==> config.mk <==
export PLATFORM = sky130hd
export DESIGN_NAME = integer_to_digit_string
export DESIGN_NICKNAME = d
export VERILOG_FILES = /design/src/design/itoa_pkg.sv /design/src/design/itoa_div_step.sv /design/src/design/integer_to_digit_string.sv
export VERILOG_INCLUDE_DIRS = /design/src /design/src/design
export SDC_FILE = /design/constraint.sdc
export NUM_CORES = 1
export LEC_CHECK = 0
export ABC_AREA = 1
export BUFFER_PORTS_ARGS = -buffer_cell sky130_fd_sc_hd__buf_2
export CORE_ASPECT_RATIO = 0.9
export CORE_MARGIN = 5
export CORE_UTILIZATION = 60
export DETAILED_ROUTE_END_ITERATION = 6
export GPL_TIMING_DRIVEN = 0
export PLACE_DENSITY_LB_ADDON = 0.25
export SLEW_MARGIN = 5
export SYNTH_ARGS = -nofsm -noshare
export SYNTH_HDL_FRONTEND = slang
export SYNTH_SLANG_ARGS = --single-unit
==> constraint.sdc <==
create_clock -name clk -period 11.7 [get_ports clk]
set_input_delay 2.34 -clock clk [delete_from_list [all_inputs] [get_ports clk]]
set_output_delay 2.34 -clock clk [all_outputs]
set_load 0.02 [all_outputs]
==> src/design/integer_to_digit_string_defines.svh <==
// assertion macros shared by the integer to digit string design
`ifndef INTEGER_TO_DIGIT_STRING_DEFINES_SVH
`define INTEGER_TO_DIGIT_STRING_DEFINES_SVH

// implication checked in the same cycle
`define ITOA_ASSERT_NOW(lbl, ante, cons, msg) \
  lbl: assert property (@(posedge clk) disable iff (!rst_n) (ante) |-> (cons)) \
    else $error(msg);

// implication checked in the next cycle
`define ITOA_ASSERT_NEXT(lbl, ante, cons, msg) \
  lbl: assert property (@(posedge clk) disable iff (!rst_n) (ante) |=> (cons)) \
    else $error(msg);

`endif

==> src/design/itoa_pkg.sv <==
// types, constants and helpers for the integer to digit string design
`timescale 1ns / 1ps

package itoa_pkg;

  localparam int NUMBER_BITS    = 32;
  localparam int VALUE_BITS_DEF = 32;
  localparam int VALUE_MIN      = 8;
  localparam int VALUE_MAX      = 32;
  localparam int STEP_BITS      = 8;
  localparam int DIGIT_BITS     = 4;
  localparam int RADIX_BITS     = 5;
  localparam int CHAR_BITS      = 7;
  localparam int LEN_BITS       = 6;
  localparam int STORE_DEPTH    = 32;
  localparam int IDX_BITS       = $clog2(STORE_DEPTH);

  typedef logic [DIGIT_BITS-1:0] digit_t;
  typedef logic [RADIX_BITS-1:0] radix_t;
  typedef logic [CHAR_BITS-1:0]  char_t;
  typedef logic [LEN_BITS-1:0]   len_t;

  localparam radix_t RADIX_MIN   = 5'd2;
  localparam radix_t RADIX_MAX   = 5'd16;
  localparam radix_t RADIX_DEC   = 5'd10;
  localparam radix_t RADIX_RESET = RADIX_DEC;

  localparam digit_t DIGIT_TEN = 4'd10;

  localparam char_t CHAR_ZERO  = 7'h30;
  localparam char_t CHAR_UPPER = 7'h41;
  localparam char_t CHAR_MINUS = 7'h2D;

  function automatic char_t char_of_digit(digit_t d);
    if (d < DIGIT_TEN) begin
      return char_t'(CHAR_ZERO + char_t'(d));
    end
    return char_t'(CHAR_UPPER + char_t'(d - DIGIT_TEN));
  endfunction

endpackage

==> src/design/itoa_div_step.sv <==
// shared divide unit: one byte of long division by a small base
`timescale 1ns / 1ps

module itoa_div_step
  import itoa_pkg::*;
(
  input  digit_t               rem_in,
  input  logic [STEP_BITS-1:0] bits_in,
  input  radix_t               divisor,
  output logic [STEP_BITS-1:0] quot_out,
  output digit_t               rem_out
);

  always_comb begin
    logic [RADIX_BITS-1:0] part;
    logic [STEP_BITS-1:0]  q;
    part = RADIX_BITS'(rem_in);
    q    = '0;
    for (int i = STEP_BITS - 1; i >= 0; i--) begin
      part = {part[RADIX_BITS-2:0], bits_in[i]};
      if (part >= divisor) begin
        part = part - divisor;
        q[i] = 1'b1;
      end
    end
    quot_out = q;
    rem_out  = part[DIGIT_BITS-1:0];
  end

endmodule

==> src/design/integer_to_digit_string.sv <==
// top level: integer to ascii digit string converter in a base of 2 to 16
//
// channel   ports                                        handshake
// input     start, busy, in_number                       start && !busy
// result    out_valid, out_char_code, out_is_last,       out_valid strobe
//           out_text_length
// config    cfg_valid, cfg_ready, cfg_radix              cfg_valid && cfg_ready
//
// one transaction emits D digit characters and S sign characters
// the shared divide unit handles 8 quotient bits per cycle, a digit per pass
// synchronous active-low reset, radix resets to ten, no clearing pass
// results are strobed for one cycle each; the receiver cannot stall
`timescale 1ns / 1ps
`include "integer_to_digit_string_defines.svh"

module integer_to_digit_string
  import itoa_pkg::*;
#(
  parameter int VALUE_BITS = VALUE_BITS_DEF
)(
  input  logic                          clk,
  input  logic                          rst_n,
  input  logic                          cfg_valid,
  output logic                          cfg_ready,
  input  logic [RADIX_BITS-1:0]         cfg_radix,
  input  logic                          start,
  output logic                          busy,
  input  logic signed [NUMBER_BITS-1:0] in_number,
  output logic                          out_valid,
  output logic [CHAR_BITS-1:0]          out_char_code,
  output logic                          out_is_last,
  output logic [LEN_BITS-1:0]           out_text_length
);

  localparam int EFF    = (VALUE_BITS > VALUE_MAX) ? VALUE_MAX :
                          ((VALUE_BITS < VALUE_MIN) ? VALUE_MIN : VALUE_BITS);
  localparam int NCHUNK = (EFF + STEP_BITS - 1) / STEP_BITS;
  localparam int QW     = NCHUNK * STEP_BITS;
  localparam int CW     = (NCHUNK > 1) ? $clog2(NCHUNK) : 1;

  typedef enum logic [1:0] {S_IDLE, S_DIVIDE, S_EMIT} state_t;

  state_t                state_r, state_nxt;
  radix_t                radix_r;
  radix_t                base_r, base_nxt;
  logic                  neg_r, neg_nxt;
  logic [QW-1:0]         work_r, work_nxt;
  digit_t                rem_r, rem_nxt;
  logic [CW-1:0]         chunk_r, chunk_nxt;
  len_t                  digit_count_r, digit_count_nxt;
  logic [IDX_BITS-1:0]   rd_idx_r, rd_idx_nxt;
  logic                  sign_pend_r, sign_pend_nxt;
  logic                  out_valid_r, out_valid_nxt;
  char_t                 out_char_r, out_char_nxt;
  logic                  out_last_r, out_last_nxt;
  len_t                  out_len_r, out_len_nxt;
  logic                  store_we;
  digit_t                rd_digit_r;

  digit_t                digit_store [STORE_DEPTH];

  logic [EFF-1:0]        val_w;
  logic [EFF-1:0]        mag_w;
  logic                  neg_w;
  radix_t                base_w;
  logic [STEP_BITS-1:0]  quot_w;
  digit_t                rem_w;
  logic [QW-1:0]         work_shift_w;

  assign cfg_ready       = 1'b1;
  assign busy            = (state_r != S_IDLE);
  assign out_valid       = out_valid_r;
  assign out_char_code   = out_char_r;
  assign out_is_last     = out_last_r;
  assign out_text_length = out_len_r;

  assign base_w = (radix_r < RADIX_MIN) ? RADIX_MIN :
                  ((radix_r > RADIX_MAX) ? RADIX_MAX : radix_r);
  assign val_w  = in_number[EFF-1:0];
  assign neg_w  = val_w[EFF-1] && (base_w == RADIX_DEC);
  assign mag_w  = neg_w ? EFF'(~val_w + 1'b1) : val_w;

  itoa_div_step u_div (
    .rem_in   (rem_r),
    .bits_in  (work_r[QW-1 -: STEP_BITS]),
    .divisor  (base_r),
    .quot_out (quot_w),
    .rem_out  (rem_w)
  );

  assign work_shift_w = QW'({work_r, quot_w});

  always_comb begin
    state_nxt       = state_r;
    base_nxt        = base_r;
    neg_nxt         = neg_r;
    work_nxt        = work_r;
    rem_nxt         = rem_r;
    chunk_nxt       = chunk_r;
    digit_count_nxt = digit_count_r;
    rd_idx_nxt      = rd_idx_r;
    sign_pend_nxt   = sign_pend_r;
    out_valid_nxt   = 1'b0;
    out_char_nxt    = out_char_r;
    out_last_nxt    = 1'b0;
    out_len_nxt     = out_len_r;
    store_we        = 1'b0;
    unique case (state_r)
      S_IDLE: begin
        if (start) begin
          base_nxt        = base_w;
          neg_nxt         = neg_w;
          work_nxt        = QW'(mag_w);
          rem_nxt         = '0;
          chunk_nxt       = '0;
          digit_count_nxt = '0;
          state_nxt       = S_DIVIDE;
        end
      end
      S_DIVIDE: begin
        work_nxt = work_shift_w;
        rem_nxt  = rem_w;
        if (chunk_r == CW'(NCHUNK - 1)) begin
          store_we        = 1'b1;
          chunk_nxt       = '0;
          rem_nxt         = '0;
          digit_count_nxt = digit_count_r + 1'b1;
          if ((work_shift_w == '0) || (digit_count_r == len_t'(STORE_DEPTH - 1))) begin
            rd_idx_nxt    = digit_count_r[IDX_BITS-1:0];
            sign_pend_nxt = neg_r;
            state_nxt     = S_EMIT;
          end
        end else begin
          chunk_nxt = chunk_r + 1'b1;
        end
      end
      S_EMIT: begin
        out_valid_nxt = 1'b1;
        out_len_nxt   = digit_count_r + len_t'(neg_r);
        if (sign_pend_r) begin
          out_char_nxt  = CHAR_MINUS;
          sign_pend_nxt = 1'b0;
        end else begin
          out_char_nxt = char_of_digit(rd_digit_r);
          if (rd_idx_r == '0) begin
            out_last_nxt = 1'b1;
            state_nxt    = S_IDLE;
          end else begin
            rd_idx_nxt = rd_idx_r - 1'b1;
          end
        end
      end
      default: begin
        state_nxt = S_IDLE;
      end
    endcase
  end

  always_ff @(posedge clk) begin
    if (!rst_n) begin
      state_r       <= S_IDLE;
      radix_r       <= RADIX_RESET;
      base_r        <= RADIX_DEC;
      neg_r         <= 1'b0;
      work_r        <= '0;
      rem_r         <= '0;
      chunk_r       <= '0;
      digit_count_r <= '0;
      rd_idx_r      <= '0;
      sign_pend_r   <= 1'b0;
      out_valid_r   <= 1'b0;
      out_char_r    <= '0;
      out_last_r    <= 1'b0;
      out_len_r     <= '0;
    end else begin
      state_r       <= state_nxt;
      if (cfg_valid && cfg_ready) begin
        radix_r <= cfg_radix;
      end
      base_r        <= base_nxt;
      neg_r         <= neg_nxt;
      work_r        <= work_nxt;
      rem_r         <= rem_nxt;
      chunk_r       <= chunk_nxt;
      digit_count_r <= digit_count_nxt;
      rd_idx_r      <= rd_idx_nxt;
      sign_pend_r   <= sign_pend_nxt;
      out_valid_r   <= out_valid_nxt;
      out_char_r    <= out_char_nxt;
      out_last_r    <= out_last_nxt;
      out_len_r     <= out_len_nxt;
    end
  end

  // registered read follows rd_idx_r, with the digit being written passed through
  always_ff @(posedge clk) begin
    if (store_we) begin
      digit_store[digit_count_r[IDX_BITS-1:0]] <= rem_w;
    end
    if (store_we && (digit_count_r[IDX_BITS-1:0] == rd_idx_nxt)) begin
      rd_digit_r <= rem_w;
    end else begin
      rd_digit_r <= digit_store[rd_idx_nxt];
    end
  end

  `ITOA_ASSERT_NEXT(a_start_busy, start && !busy, busy, "accepted transaction did not raise busy")
  `ITOA_ASSERT_NOW(a_mid_busy, out_valid && !out_is_last, busy, "result before last while idle")
  `ITOA_ASSERT_NEXT(a_last_gap, out_valid && out_is_last, !out_valid, "result after last character")
  `ITOA_ASSERT_NOW(a_len_range, out_valid,
                   (out_text_length != '0) && (out_text_length <= len_t'(STORE_DEPTH)),
                   "text length out of range")

endmodule

==> flow_results.org <==
** Yosys
- In the synthesized netlist the dominant register cell turns out to be sky130_fd_sc_hd__edfxtp_1.
- Summing every instance area after synthesis gives 0.0119 mm^2.
- The average instance in the mapped netlist occupies around 8.2 um^2.
- The netlist uses 49 different library cells.
- Count of state elements after synthesis :: between 200 and 250
- Count of mapped cells out of synthesis :: between 1,000 and 1,500
- Of the synthesized area, sequential elements account for 0.463.
- Share of flip-flops with an asynchronous set or reset after synthesis :: 0
- Yosys printed 0 warnings.
- Number of flops mapped to enable cells by yosys :: 128
- Synthesized Nets :: 1,554

** CTS
- Maximum clock insertion buffer count :: 3
- CTS H-tree lvls :: 1
- At the later pin of the worst-skew pair, clock insertion delay measures 0.51 ns.
- Clock tree from TritonCTS :: done
- Total setup buffers inserted after CTS :: 0
- Total of hold buffers inserted after clock tree synthesis :: 0
- After clock tree synthesis, the clock-pin slew on the worst setup and hold paths is roughly 0.060 ns.
- Buffers inserted during clock tree synthesis total 22.
- In this run, post-CTS repair resized a total of 0 instances.
- The tree is rooted in a sky130_fd_sc_hd__clkbuf_16.
- Number of sinks driven by the clock tree :: around 210

** Floorplan
- Starting Density :: 0.614
- The region available for standard cell placement spans between 0.015 and 0.02 mm^2.
- Die height :: 143 um
- Std-Cell Rows :: 48
- Die Footprint :: roughly 0.023 mm^2
- From left edge to right edge, the die measures 158 um.
- I/O pins :: 58

** Route
- Detailed-router iteration count before antenna repair :: 6
- Summing over every cut layer, the via total after detailed routing is 10,600.
- Dividing the detail-routed wire length by the instance count gives 18.4 um.
- After detailed routing, the number of remaining DRC violations is 0.
- Post-detailed-route via-to-cell ratio :: 5.91
- 1st-iter DRT viols :: 1,436
- Once detail routing completed, the nets flagged for antenna violations numbered 0.
- Detailed Route WL :: 33,100 um

** Critical path
- The worst setup path is launched from a flip-flop.
- The worst setup path is captured at a flip-flop.
- Cell repeated most along the worst path :: sky130_fd_sc_hd__nand2_1
- Among all stages on the critical path, the largest delay is contributed by sky130_fd_sc_hd__dfxtp_1.
- Tracing the worst setup path back leads to its startpoint at base_r[1].
- Stage delay of the slowest cell on the critical path :: 0.70 ns
- For the worst setup path, the data arrival time is approximately 11 ns.
- In this run the critical register-to-register path is launched from base_r[1].
- Largest fanout on the critical path :: 32
- Delay-heaviest family, CP :: simple AND/OR/NAND/NOR gates
- The critical path contains buffers and inverters numbering 8 combined.
- For the worst setup path, the data required time is 11.91 ns.
- The critical path is of the flip-flop to flip-flop type.

** Layout
- 0 antenna diodes ended up in the layout.
- Share of final-layout standard cells stronger than drive strength 1 :: 0.110
- At the end of the flow, the number of nets in the layout was roughly 1,600.
- Relative to the synthesized area, the layout overhead comes to 11.9%.

** STA
- Setup TNS Final :: 0 ns
- Final setup vio count :: 0
- Number of pins with negative max-slew slack in the final report :: 0
- The worst pin sits at a relative slew slack of 0.456.
- Setup repair after global routing left no endpoint under its margin.
- The total count of hold-check failures in the final report was 0.
- Based on the critical path, the design can be clocked at up to 0.0935 GHz.
- Final Skew :: 0.0133 ns
- Transition time at the pin with the least slew margin :: 0.816 ns
- The worst path in the final design needs a cycle of 10.70 ns, including I/O delays and setup.
- Period Utilization, post-route :: 0.914

** Hold path
- The worst hold path belongs to the class flip-flop to flip-flop.
- The startpoint identified for the worst hold timing path is work_r[26].

** Global routing
- Vias in the first global route :: 9,759
- In the global route stage, overall resource usage came out at 0.287.
- The number of antenna violations at the first check in global routing came to 0.
- Entering global routing, the biggest net connects 34 pins.
- Congestion Overflow GR :: 0
- First-pass GRT wire length :: 51,200 um

** Placed design
- Summed over all nets, the half-perimeter wirelength after detailed placement is 23,700 um.
- Port-buffer cells :: 56
- Routability-driven placement congestion ratio :: around 1.0

** Status
- Result of the run :: completed

** Flow run
- The tool flagged a number of max-cap violations equal to 0.
==> routing by layer <==
layer,vias to the layer above,track usage,wire length (um)
li1,5044,-,-
met1,4911,0.434,14300
met2,574,0.421,14200
met3,89,0.0623,3730
met4,0,0.0745,894
met5,-,0,0
==> kinds of logic (layout without fill, tap and decap cells) <==
logic type      after synthesis  count (layout)  synth area share
compound gates              239             239             0.114
simple gates                706             706             0.255
xor+xnor                     33              33            0.0243
flops                       211             211             0.463
other cells                   1               1          0.000316
fa+ha+maj                    64              64            0.0725
buf+inv                     195             294            0.0702
==> layout make-up <==
class,instances,area (um^2)
timing repair buffer,59,330
multi-input combinational,1043,5560
clock inverter,12,150
clock buffer,28,594
sequential,211,5510
buffer,53,300
tap,250,313
inverter,142,533
fill,1589,6050
==> sequential cells by signal, indices dropped and copies added, names as in the netlist, named ones only <==
name	count
digit_count_r	6
sign_pend_r	1
rem_r	4
out_valid	1
rd_idx_r	5
chunk_r	2
out_char_code	7
out_is_last	1
digit_store	128
neg_r	1
out_text_length	6
state_r	2
work_r	32
base_r	5
radix_r	5
==> worst reg2reg max path, delay by kind of cell, from the launching register on <==
family                   cells  cell delay, ns
AND/OR/NAND/NOR             31            4.11
adder cells (fa/ha/maj)      8            2.45
AO/OA/AOI/OAI                9            1.69
buffers and inverters        8            1.46
flip-flops                   1            0.70
==> cells in the mapped netlist, types with 2 or more instances <==
cell                       number  area, um^2
sky130_fd_sc_hd__o211ai_1      13        97.6
sky130_fd_sc_hd__nand2_1      365        1370
sky130_fd_sc_hd__xor2_1        29         254
sky130_fd_sc_hd__inv_1        127         477
sky130_fd_sc_hd__buf_6          9         101
sky130_fd_sc_hd__xnor2_1        4        35.0
sky130_fd_sc_hd__clkbuf_1      21        78.8
sky130_fd_sc_hd__nand3_2        3        30.0
sky130_fd_sc_hd__edfxtp_1     128        3840
sky130_fd_sc_hd__nand3_1      138         691
sky130_fd_sc_hd__buf_2         18        90.1
sky130_fd_sc_hd__nor3_1        14        70.1
sky130_fd_sc_hd__nor2_2         2        12.5
sky130_fd_sc_hd__o21ai_1       32         160
sky130_fd_sc_hd__dfxtp_1       83        1660
sky130_fd_sc_hd__nand2_4        2        22.5
sky130_fd_sc_hd__nor3_2         4        40.0
sky130_fd_sc_hd__o21ai_0       66         330
sky130_fd_sc_hd__a31oi_1        9        56.3
sky130_fd_sc_hd__o221ai_1       9        78.8
sky130_fd_sc_hd__o21ai_2       11        96.3
sky130_fd_sc_hd__a211oi_1       2        15.0
sky130_fd_sc_hd__nand2_2        4        25.0
sky130_fd_sc_hd__ha_1          56         701
sky130_fd_sc_hd__a21oi_1       88         440
sky130_fd_sc_hd__nor2_1       146         548
sky130_fd_sc_hd__buf_4          3        22.5
sky130_fd_sc_hd__inv_2         11        41.3
sky130_fd_sc_hd__a21o_1         2        15.0
sky130_fd_sc_hd__nand4_1       10        62.6
sky130_fd_sc_hd__clkinv_1       4        15.0
sky130_fd_sc_hd__or2_1          4        25.0
sky130_fd_sc_hd__nor4_1         2        12.5
sky130_fd_sc_hd__nor2_4         5        56.3
sky130_fd_sc_hd__nor3b_1        2        15.0
sky130_fd_sc_hd__buf_1          2        7.51
sky130_fd_sc_hd__and2_1         2        12.5
sky130_fd_sc_hd__fa_1           8         160
==> path summary, 6_finish.rpt <==
| kind | to | slack (ns) | cells past startpoint |
|---|---|---|---|
| setup / recovery | digit_store[24][3] | 1.00 | 56 |
| setup reg to reg | digit_store[24][3] | 1.00 | 56 |
| hold reg to reg | work_r[26] | 0.47 | 2 |
| hold / removal | work_r[26] | 0.47 | 2 |
==> per-stage QoR <==
stage / util / cell area [um^2] / hold WS [ns] / instances / setup WS [ns]
global placement: 0.645 / 12500 / 0.452 / 1755 / -0.727
detailed placement: 0.648 / 12500 / 0.457 / 1758 / 0.792
global route: 0.687 / 13300 / 0.485 / 1798 / 0.128
CTS: 0.687 / 13300 / 0.466 / 1798 / 0.699
finish: 0.687 / 13300 / 0.466 / 1798 / 1.00
floorplan: - / 11900 / 0.443 / 1449 / 2.11
==> cell usage in the layout, fill, tap and decap left out, types with 9 or more instances in the layout <==
cell type	n
sky130_fd_sc_hd__o221ai_1	9
sky130_fd_sc_hd__a31oi_1	9
sky130_fd_sc_hd__o211ai_1	13
sky130_fd_sc_hd__nand4_1	10
sky130_fd_sc_hd__xor2_1	29
sky130_fd_sc_hd__edfxtp_1	128
sky130_fd_sc_hd__dfxtp_1	83
sky130_fd_sc_hd__nand2_1	365
sky130_fd_sc_hd__clkbuf_1	26
sky130_fd_sc_hd__nor3_1	14
sky130_fd_sc_hd__nor2_1	146
sky130_fd_sc_hd__a21oi_1	88
sky130_fd_sc_hd__inv_1	127
sky130_fd_sc_hd__buf_6	9
sky130_fd_sc_hd__buf_2	74
sky130_fd_sc_hd__o21ai_0	65
sky130_fd_sc_hd__inv_2	11
sky130_fd_sc_hd__clkbuf_16	23
sky130_fd_sc_hd__o21ai_2	13
sky130_fd_sc_hd__ha_1	56
sky130_fd_sc_hd__o21ai_1	30
sky130_fd_sc_hd__nand3_1	138
Power is left out: the tool's default activity adds up to more than one toggle a clock period on the data nets, which glitch-free logic cannot reach.
